[src/rtl/nplab_pkg.sv]
// ----------------------------------------------------------------------------
// nplab_pkg
// Shared types and constants for the nearest palette color search in CIE LAB.
// ----------------------------------------------------------------------------
package nplab_pkg;

    localparam int PALETTE_DEPTH = 16;
    localparam int LAB_FRAC_BITS = 4;

    // Widths derived from the palette depth.
    localparam int ADDR_W = $clog2(PALETTE_DEPTH);
    localparam int LEN_W  = $clog2(PALETTE_DEPTH + 1);

    // Fixed field widths.
    localparam int FUNC_W = 1;
    localparam int IDX_W  = 4;
    localparam int CFG_W  = 5;
    localparam int L_W    = 11;
    localparam int AB_W   = 12;

    // Magnitudes of channel differences and their squares.
    localparam int DL_W   = L_W;
    localparam int DAB_W  = AB_W;
    localparam int SQL_W  = 2 * DL_W;
    localparam int SQAB_W = 2 * DAB_W;
    localparam int DIST_W = SQAB_W + 2;

    localparam int S_TDATA_W = ((IDX_W + L_W + 2 * AB_W + 7) / 8) * 8;
    localparam int M_TDATA_W = ((IDX_W + 7) / 8) * 8;

    localparam logic [FUNC_W-1:0] FUNC_LOAD  = 1'b0;
    localparam logic [FUNC_W-1:0] FUNC_QUERY = 1'b1;

    typedef struct packed {
        logic        [L_W-1:0]  l;
        logic signed [AB_W-1:0] a;
        logic signed [AB_W-1:0] b;
    } lab_t;

    typedef struct packed {
        logic              valid;
        logic [ADDR_W-1:0] idx;
    } tag_t;

    typedef struct packed {
        logic              valid;
        logic [ADDR_W-1:0] idx;
        logic [DIST_W-1:0] sq_dist;
    } dist_res_t;

    typedef enum logic [1:0] {
        ST_IDLE,
        ST_SCAN,
        ST_WAIT,
        ST_DONE
    } state_t;

endpackage

[src/rtl/nplab_palette.sv]
// ----------------------------------------------------------------------------
// nplab_palette
// Palette store: one write port for loads, one registered read port for scans.
// ----------------------------------------------------------------------------
module nplab_palette (
    input  logic                   aclk,
    input  logic                   wr_en,
    input  logic [nplab_pkg::ADDR_W-1:0] wr_addr,
    input  nplab_pkg::lab_t        wr_data,
    input  logic                   rd_en,
    input  logic [nplab_pkg::ADDR_W-1:0] rd_addr,
    output nplab_pkg::lab_t        rd_data
);
    import nplab_pkg::*;

    lab_t mem [PALETTE_DEPTH];
    lab_t rd_data_reg;

    always_ff @(posedge aclk) begin
        if (wr_en) begin
            mem[wr_addr] <= wr_data;
        end
    end

    always_ff @(posedge aclk) begin
        if (rd_en) begin
            rd_data_reg <= mem[rd_addr];
        end
    end

    assign rd_data = rd_data_reg;

endmodule

[src/rtl/nplab_dist.sv]
// ----------------------------------------------------------------------------
// nplab_dist
// Shared distance unit: absolute differences, squares, then their sum, one
// palette entry per cycle through three register stages.
// ----------------------------------------------------------------------------
module nplab_dist (
    input  logic                aclk,
    input  logic                aresetn,
    input  nplab_pkg::lab_t     query,
    input  nplab_pkg::lab_t     entry,
    input  nplab_pkg::tag_t     in_tag,
    output nplab_pkg::dist_res_t res
);
    import nplab_pkg::*;

    logic signed [L_W:0]  dl;
    logic signed [AB_W:0] da;
    logic signed [AB_W:0] db;

    logic [DL_W-1:0]   abs_l_reg;
    logic [DAB_W-1:0]  abs_a_reg;
    logic [DAB_W-1:0]  abs_b_reg;
    logic [SQL_W-1:0]  sq_l_reg;
    logic [SQAB_W-1:0] sq_a_reg;
    logic [SQAB_W-1:0] sq_b_reg;
    logic [DIST_W-1:0] dist_reg;
    tag_t              tag1_reg;
    tag_t              tag2_reg;
    tag_t              tag3_reg;

    always_comb begin
        dl = $signed({1'b0, entry.l}) - $signed({1'b0, query.l});
        da = $signed({entry.a[AB_W-1], entry.a}) - $signed({query.a[AB_W-1], query.a});
        db = $signed({entry.b[AB_W-1], entry.b}) - $signed({query.b[AB_W-1], query.b});
    end

    always_ff @(posedge aclk) begin
        abs_l_reg <= dl[L_W]  ? DL_W'(-dl)  : DL_W'(dl);
        abs_a_reg <= da[AB_W] ? DAB_W'(-da) : DAB_W'(da);
        abs_b_reg <= db[AB_W] ? DAB_W'(-db) : DAB_W'(db);
        sq_l_reg  <= abs_l_reg * abs_l_reg;
        sq_a_reg  <= abs_a_reg * abs_a_reg;
        sq_b_reg  <= abs_b_reg * abs_b_reg;
        dist_reg  <= DIST_W'(sq_l_reg) + DIST_W'(sq_a_reg) + DIST_W'(sq_b_reg);
    end

    always_ff @(posedge aclk) begin
        if (!aresetn) begin
            tag1_reg.valid <= 1'b0;
            tag2_reg.valid <= 1'b0;
            tag3_reg.valid <= 1'b0;
        end else begin
            tag1_reg.valid <= in_tag.valid;
            tag2_reg.valid <= tag1_reg.valid;
            tag3_reg.valid <= tag2_reg.valid;
        end
        tag1_reg.idx <= in_tag.idx;
        tag2_reg.idx <= tag1_reg.idx;
        tag3_reg.idx <= tag2_reg.idx;
    end

    assign res.valid   = tag3_reg.valid;
    assign res.idx     = tag3_reg.idx;
    assign res.sq_dist = dist_reg;

endmodule

[src/rtl/nplab_ctrl.sv]
// ----------------------------------------------------------------------------
// nplab_ctrl
// Sequencer: takes requests and configuration, walks the active entries
// through the distance unit, keeps the running minimum and holds the result.
// ----------------------------------------------------------------------------
module nplab_ctrl (
    input  logic                          aclk,
    input  logic                          aresetn,
    input  logic                          s_valid,
    output logic                          s_ready,
    input  logic [nplab_pkg::FUNC_W-1:0]  s_func,
    input  logic [nplab_pkg::IDX_W-1:0]   s_slot,
    input  nplab_pkg::lab_t               s_lab,
    input  logic                          cfg_valid,
    output logic                          cfg_ready,
    input  logic [nplab_pkg::CFG_W-1:0]   cfg_data,
    output logic                          wr_en,
    output logic [nplab_pkg::ADDR_W-1:0]  wr_addr,
    output nplab_pkg::lab_t               wr_data,
    output logic                          rd_en,
    output logic [nplab_pkg::ADDR_W-1:0]  rd_addr,
    output nplab_pkg::lab_t               query,
    output nplab_pkg::tag_t               ent_tag,
    input  nplab_pkg::dist_res_t          res,
    output logic                          m_valid,
    input  logic                          m_ready,
    output logic [nplab_pkg::IDX_W-1:0]   m_index
);
    import nplab_pkg::*;

    state_t             state_reg, state_next;
    logic [LEN_W-1:0]   len_reg, len_next;
    logic [ADDR_W-1:0]  cnt_reg, cnt_next;
    lab_t               query_reg, query_next;
    logic [ADDR_W-1:0]  best_reg, best_next;
    logic [DIST_W-1:0]  best_dist_reg, best_dist_next;
    tag_t               tag_reg;
    logic               out_valid_reg, out_valid_next;
    logic [IDX_W-1:0]   out_index_reg, out_index_next;
    logic [LEN_W-1:0]   last_idx;
    logic               accept;

    assign last_idx = len_reg - LEN_W'(1);
    assign accept   = s_valid && s_ready;

    always_ff @(posedge aclk) begin
        if (!aresetn) begin
            state_reg     <= ST_IDLE;
            len_reg       <= LEN_W'(PALETTE_DEPTH);
            out_valid_reg <= 1'b0;
            tag_reg.valid <= 1'b0;
        end else begin
            state_reg     <= state_next;
            len_reg       <= len_next;
            out_valid_reg <= out_valid_next;
            tag_reg.valid <= rd_en;
        end
        tag_reg.idx <= rd_addr;
    end

    always_ff @(posedge aclk) begin
        cnt_reg       <= cnt_next;
        query_reg     <= query_next;
        best_reg      <= best_next;
        best_dist_reg <= best_dist_next;
        out_index_reg <= out_index_next;
    end

    always_comb begin
        state_next     = state_reg;
        len_next       = len_reg;
        cnt_next       = cnt_reg;
        query_next     = query_reg;
        best_next      = best_reg;
        best_dist_next = best_dist_reg;
        out_valid_next = out_valid_reg && !m_ready;
        out_index_next = out_index_reg;
        s_ready        = (state_reg == ST_IDLE);
        cfg_ready      = (state_reg == ST_IDLE);
        wr_en          = 1'b0;
        rd_en          = 1'b0;

        if (cfg_valid && cfg_ready) begin
            if (int'(cfg_data) > PALETTE_DEPTH) begin
                len_next = LEN_W'(PALETTE_DEPTH);
            end else begin
                len_next = LEN_W'(cfg_data);
            end
        end

        // Running minimum; the first entry always seeds it, so ties keep
        // the lowest index.
        if (res.valid && (res.idx == '0 || res.sq_dist < best_dist_reg)) begin
            best_next      = res.idx;
            best_dist_next = res.sq_dist;
        end

        case (state_reg)
            ST_IDLE: begin
                if (accept) begin
                    if (s_func == FUNC_LOAD) begin
                        wr_en = (int'(s_slot) < PALETTE_DEPTH);
                    end else if (len_reg == '0) begin
                        best_next  = '0;
                        state_next = ST_DONE;
                    end else begin
                        query_next = s_lab;
                        cnt_next   = '0;
                        state_next = ST_SCAN;
                    end
                end
            end
            ST_SCAN: begin
                rd_en    = 1'b1;
                cnt_next = cnt_reg + ADDR_W'(1);
                if (LEN_W'(cnt_reg) == last_idx) begin
                    state_next = ST_WAIT;
                end
            end
            ST_WAIT: begin
                if (res.valid && LEN_W'(res.idx) == last_idx) begin
                    state_next = ST_DONE;
                end
            end
            ST_DONE: begin
                if (!out_valid_reg || m_ready) begin
                    out_valid_next = 1'b1;
                    out_index_next = IDX_W'(best_reg);
                    state_next     = ST_IDLE;
                end
            end
            default: begin
                state_next = ST_IDLE;
            end
        endcase
    end

    assign wr_addr = ADDR_W'(s_slot);
    assign wr_data = s_lab;
    assign rd_addr = cnt_reg;
    assign query   = query_reg;
    assign ent_tag = tag_reg;
    assign m_valid = out_valid_reg;
    assign m_index = out_index_reg;

endmodule

[src/rtl/nearest_palette_color_lab.sv]
// ----------------------------------------------------------------------------
// nearest_palette_color_lab
// Nearest palette color search in CIE LAB over a 16-entry palette.
// ----------------------------------------------------------------------------
// A request with tuser 0 loads one palette entry and returns nothing. A
// request with tuser 1 returns the index of the active entry with the
// smallest squared LAB distance, the lowest index on a tie. During a
// query one shared subtract-square-sum unit visits one entry per cycle,
// behind a registered palette read and three pipeline stages.
// The input is not ready during a query; the result sits in an output
// register, so the next request is taken while it waits. Entries must be
// loaded before a query searches them. palette_length is written on the cfg
// channel while the block is idle; values above 16 are treated as 16.
// ----------------------------------------------------------------------------
module nearest_palette_color_lab (
    input  logic                              aclk,
    input  logic                              aresetn,
    input  logic                              s_tvalid,
    output logic                              s_tready,
    // entry_index[3:0], l_value[14:4], a_value[26:15], b_value[38:27], zero pad
    input  logic [nplab_pkg::S_TDATA_W-1:0]   s_tdata,
    // func[0]
    input  logic [nplab_pkg::FUNC_W-1:0]      s_tuser,
    output logic                              m_tvalid,
    input  logic                              m_tready,
    // nearest_index[3:0], zero pad
    output logic [nplab_pkg::M_TDATA_W-1:0]   m_tdata,
    input  logic                              cfg_valid,
    output logic                              cfg_ready,
    // palette_length[4:0]
    input  logic [nplab_pkg::CFG_W-1:0]       cfg_data
);
    import nplab_pkg::*;

    logic [IDX_W-1:0]  s_slot;
    lab_t              s_lab;
    logic              wr_en;
    logic [ADDR_W-1:0] wr_addr;
    lab_t              wr_data;
    logic              rd_en;
    logic [ADDR_W-1:0] rd_addr;
    lab_t              rd_data;
    lab_t              query;
    tag_t              ent_tag;
    dist_res_t         res;
    logic [IDX_W-1:0]  m_index;

    assign s_slot  = s_tdata[IDX_W-1:0];
    assign s_lab.l = s_tdata[IDX_W +: L_W];
    assign s_lab.a = s_tdata[IDX_W + L_W +: AB_W];
    assign s_lab.b = s_tdata[IDX_W + L_W + AB_W +: AB_W];

    assign m_tdata = M_TDATA_W'(m_index);

    nplab_ctrl u_ctrl (
        .aclk      (aclk),
        .aresetn   (aresetn),
        .s_valid   (s_tvalid),
        .s_ready   (s_tready),
        .s_func    (s_tuser),
        .s_slot    (s_slot),
        .s_lab     (s_lab),
        .cfg_valid (cfg_valid),
        .cfg_ready (cfg_ready),
        .cfg_data  (cfg_data),
        .wr_en     (wr_en),
        .wr_addr   (wr_addr),
        .wr_data   (wr_data),
        .rd_en     (rd_en),
        .rd_addr   (rd_addr),
        .query     (query),
        .ent_tag   (ent_tag),
        .res       (res),
        .m_valid   (m_tvalid),
        .m_ready   (m_tready),
        .m_index   (m_index)
    );

    nplab_palette u_palette (
        .aclk    (aclk),
        .wr_en   (wr_en),
        .wr_addr (wr_addr),
        .wr_data (wr_data),
        .rd_en   (rd_en),
        .rd_addr (rd_addr),
        .rd_data (rd_data)
    );

    nplab_dist u_dist (
        .aclk    (aclk),
        .aresetn (aresetn),
        .query   (query),
        .entry   (rd_data),
        .in_tag  (ent_tag),
        .res     (res)
    );

endmodule

[config.mk]
export PLATFORM = sky130hd
export DESIGN_NAME = nearest_palette_color_lab
export DESIGN_NICKNAME = d
export VERILOG_FILES = /design/src/rtl/nplab_pkg.sv /design/src/rtl/nplab_palette.sv /design/src/rtl/nplab_dist.sv /design/src/rtl/nplab_ctrl.sv /design/src/rtl/nearest_palette_color_lab.sv
export SDC_FILE = /design/constraint.sdc
export NUM_CORES = 2
export LEC_CHECK = 0
export ABC_AREA = 1
export BUFFER_PORTS_ARGS = -buffer_cell sky130_fd_sc_hd__buf_2
export CORE_MARGIN = 8
export CORE_UTILIZATION = 58
export DETAILED_ROUTE_END_ITERATION = 10
export PLACE_DENSITY = 0.77
export RECOVER_POWER = 100
export SLEW_MARGIN = 20
export SYNTH_ARGS = -nofsm -noshare
export SYNTH_HDL_FRONTEND = slang
export SYNTH_SLANG_ARGS = --single-unit
[constraint.sdc]
create_clock -name aclk -period 4.8 [get_ports aclk]
set_clock_uncertainty 0.1 [all_clocks]
set_input_delay 0.72 -clock aclk [delete_from_list [all_inputs] [get_ports aclk]]
set_output_delay 0.72 -clock aclk [all_outputs]
set_load 0.005 [all_outputs]
==> run_results.csv <==
group,metric,value,unit
yosys,ys_types,59,
detailed_routing,drc_errors,0,
layout,area_growth,10.9,%
layout,seqCellArea,23200,um2
yosys,ys.flop_type,"edfxtp_1",
yosys,ys_ff_latch,824,
timing,clock.fmax,0.214,GHz
layout,largest_reg_flops,560,
clock_tree,cts-root-buf,"clkbuf_16",
layout,nets,4975,
timing,finalSetupViolations,0,
clock_tree,cts_tree,"done",
worst_setup_path,cp-start-kind,"flop",
clock_tree,clock_sinks,824,
yosys,synth-xor-area-share,2.95,%
yosys,synth_adder_area_share,17.4,%
timing,hold_viol_final,0,
placement,dp_hpwl,64800,um
global_route,antenna_found_initial,7,
layout,nFillCells,5883,
hold_path,hp-class,"flop to flop",
timing,worst_pin_slew,3.46,ns
worst_setup_path,required,5.07,ns
job,max_cap_viol_count,15,
layout,design_area,50900,um2
worst_setup_path,end_kind,"flop",
floorplan,dieHeight,297,um
yosys,synthTopCellsByArea,"edfxtp_1 (43%), fa_1 (9.7%), ha_1 (7.7%)",
yosys,synth.avg_cell_area,10.7,um2
yosys,netlist_top_cells_count,"inv_1 (676), edfxtp_1 (664), nand2_1 (652)",
clock_tree,clk_latency,0.65,ns
floorplan,die_area,88400,um2
layout,layout-drive-gt1-share,8.87,%
floorplan,initial_utilization,58.3,%
timing,timing.slew.headroom,-131,%
placement,port_buffers,56,
placement,place_area,48000,um2
global_route,grt_pass1_vias,31400,
yosys,synth-edff-count,664,
outcome,outcome,"finished with violations",
placement,routabilityCongestion,0.922,
global_route,grt_pass1_wl,161000,um
detailed_routing,drt-initial-drc-count,2458,
floorplan,dieWidth,297,um
global_route,grt_overflow,0,
timing,slew_viol_final,469,
timing,finalCritPeriodShare,97.4,%
yosys,netlist.area_leader.share,43.4,%
clock_tree,clkTransAtPathRegs,0.06,ns
yosys,synth_top_family_by_area,"adder cells",
yosys,synth_most_common_cell,"inv_1",
floorplan,core,78700,um2
detailed_routing,vias,31000,
yosys,synthArstFlopShare,0,%
floorplan,num_rows,103,
detailed_routing,firstDrtPassIters,5,
yosys,synthMuxAreaShare,2.42,%
yosys,synth_simple_gate_area_share,11.5,%
detailed_routing,drtAntennaViolNets,0,
timing,finalCriticalPeriod,4.67,ns
layout,multi_input_area,19900,um2
yosys,yosysWarnings,0,
global_route,grt_use_total,22.5,%
yosys,syn_area,45900,um2
outcome,violations,"max-capacitance violations, max-slew violations",
yosys,synth_area_leader_cell,"edfxtp_1",
detailed_routing,viasPerCell,5.59,
worst_setup_path,cp_max_fo,56,
worst_setup_path,arrival,4.94,ns
clock_tree,numCtsBuffers,84,
yosys,synth_cells,4296,
timing,rsz0062_at_grt,"yes",
global_route,grt_max_degree,140,
floorplan,ios,62,
detailed_routing,totalWireLength,101000,um
clock_tree,clock_path_buffers,3,
detailed_routing,detail_route.wl_per_cell,18.2,um
worst_setup_path,path_class,"flop to flop",
yosys,ys_seq_area_share,50.4,%
yosys,synth_compound_area_share,8.26,%
clock_tree,htreeDepth,3,
-- layout by cell type (no fill, tap or decap), types with 51 or more instances in the layout --
cell,synthesis,routed
nand2_1,652,647
dfxtp_1,160,132
ha_1,282,270
mux2i_1,111,111
inv_1,676,676
xor2_1,96,96
edfxtp_1,664,664
buf_4,17,98
a21oi_1,136,127
o221ai_1,111,111
clkbuf_1,100,60
fa_1,223,220
nand3_1,150,149
o21ai_0,201,205
xnor2_1,51,51
clkbuf_16,0,85
nor2_1,372,357
-- routing by layer --
| metal | GRT usage, % | vias to the layer above | share of wire, % | wire length [um] |
|---|---|---|---|---|
| li1 | - | 14700 | - | - |
| met1 | 28.1 | 15000 | 41 | 41100 |
| met2 | 39.2 | 1034 | 49 | 49700 |
| met3 | 3.64 | 237 | 6.4 | 6490 |
| met4 | 8.45 | 6 | 3.6 | 3650 |
| met5 | 0 | - | 0.040 | 40 |
-- repair_timing --
item                                    4_1_cts  5_1_grt
pin swaps                                     1       16
endpoints found under the setup margin       11       28
hold buffers                                  0        0
setup buffers                                 0        5
gates resized for setup                      15       81
-- stage by stage --
step                      setup TNS (ns)  util, %  hold slack [ns]  setup WS [ns]  std cells
after floorplan                        0        -            0.210        0.00194       4299
after global placement           -0.0712     60.9            0.209        -0.0246       5378
after detailed placement          -0.699     60.9            0.212         -0.145       5378
after CTS                              0     64.5            0.221        0.00727       5530
after global routing             -0.0109     64.7            0.229       -0.00762       5538
final                                  0     64.7            0.223          0.127       5539
-- critical path, cell delays in order, from the launching register on --
cell and delay, ns:
edfxtp_1 0.36, clkbuf_1 2.42, buf_4 0.85, o221ai_1 0.26, o211ai_1 0.18, nand2_1 0.19
-- area by class of cell --
class / count / share of cell area [%]
Antenna cell: 4 / 0.0197
Clock buffer: 98 / 4.29
Clock inverter: 54 / 1.21
Inverter: 682 / 5.04
Multi-Input combinational cell: 2646 / 39.0
Sequential cell: 824 / 45.6
Tap cell: 1050 / 2.58
Timing Repair Buffer: 181 / 2.31
-- final timing paths --
check	cells past startpoint	start	slack, ns	endpoint
worst max-delay path	5	u_ctrl.rd_addr[2]	0.13	u_palette.rd_data[34]
worst min-delay path	0	u_ctrl.ent_tag[0]	0.22	u_dist.tag1_reg[0]
worst max register to register	5	u_ctrl.rd_addr[2]	0.13	u_palette.rd_data[34]
worst min register to register	0	u_ctrl.ent_tag[0]	0.22	u_dist.tag1_reg[0]
-- cell families after synthesis --
logic type      Yosys count
other cells               1
simple gates           1281
flops                   824
xor+xnor                151
buf+inv                 829
fa+ha+maj               505
mux                     111
compound gates          594
Power is left out: the tool's default activity adds up to more than one toggle a clock period on the data nets, which glitch-free logic cannot reach.
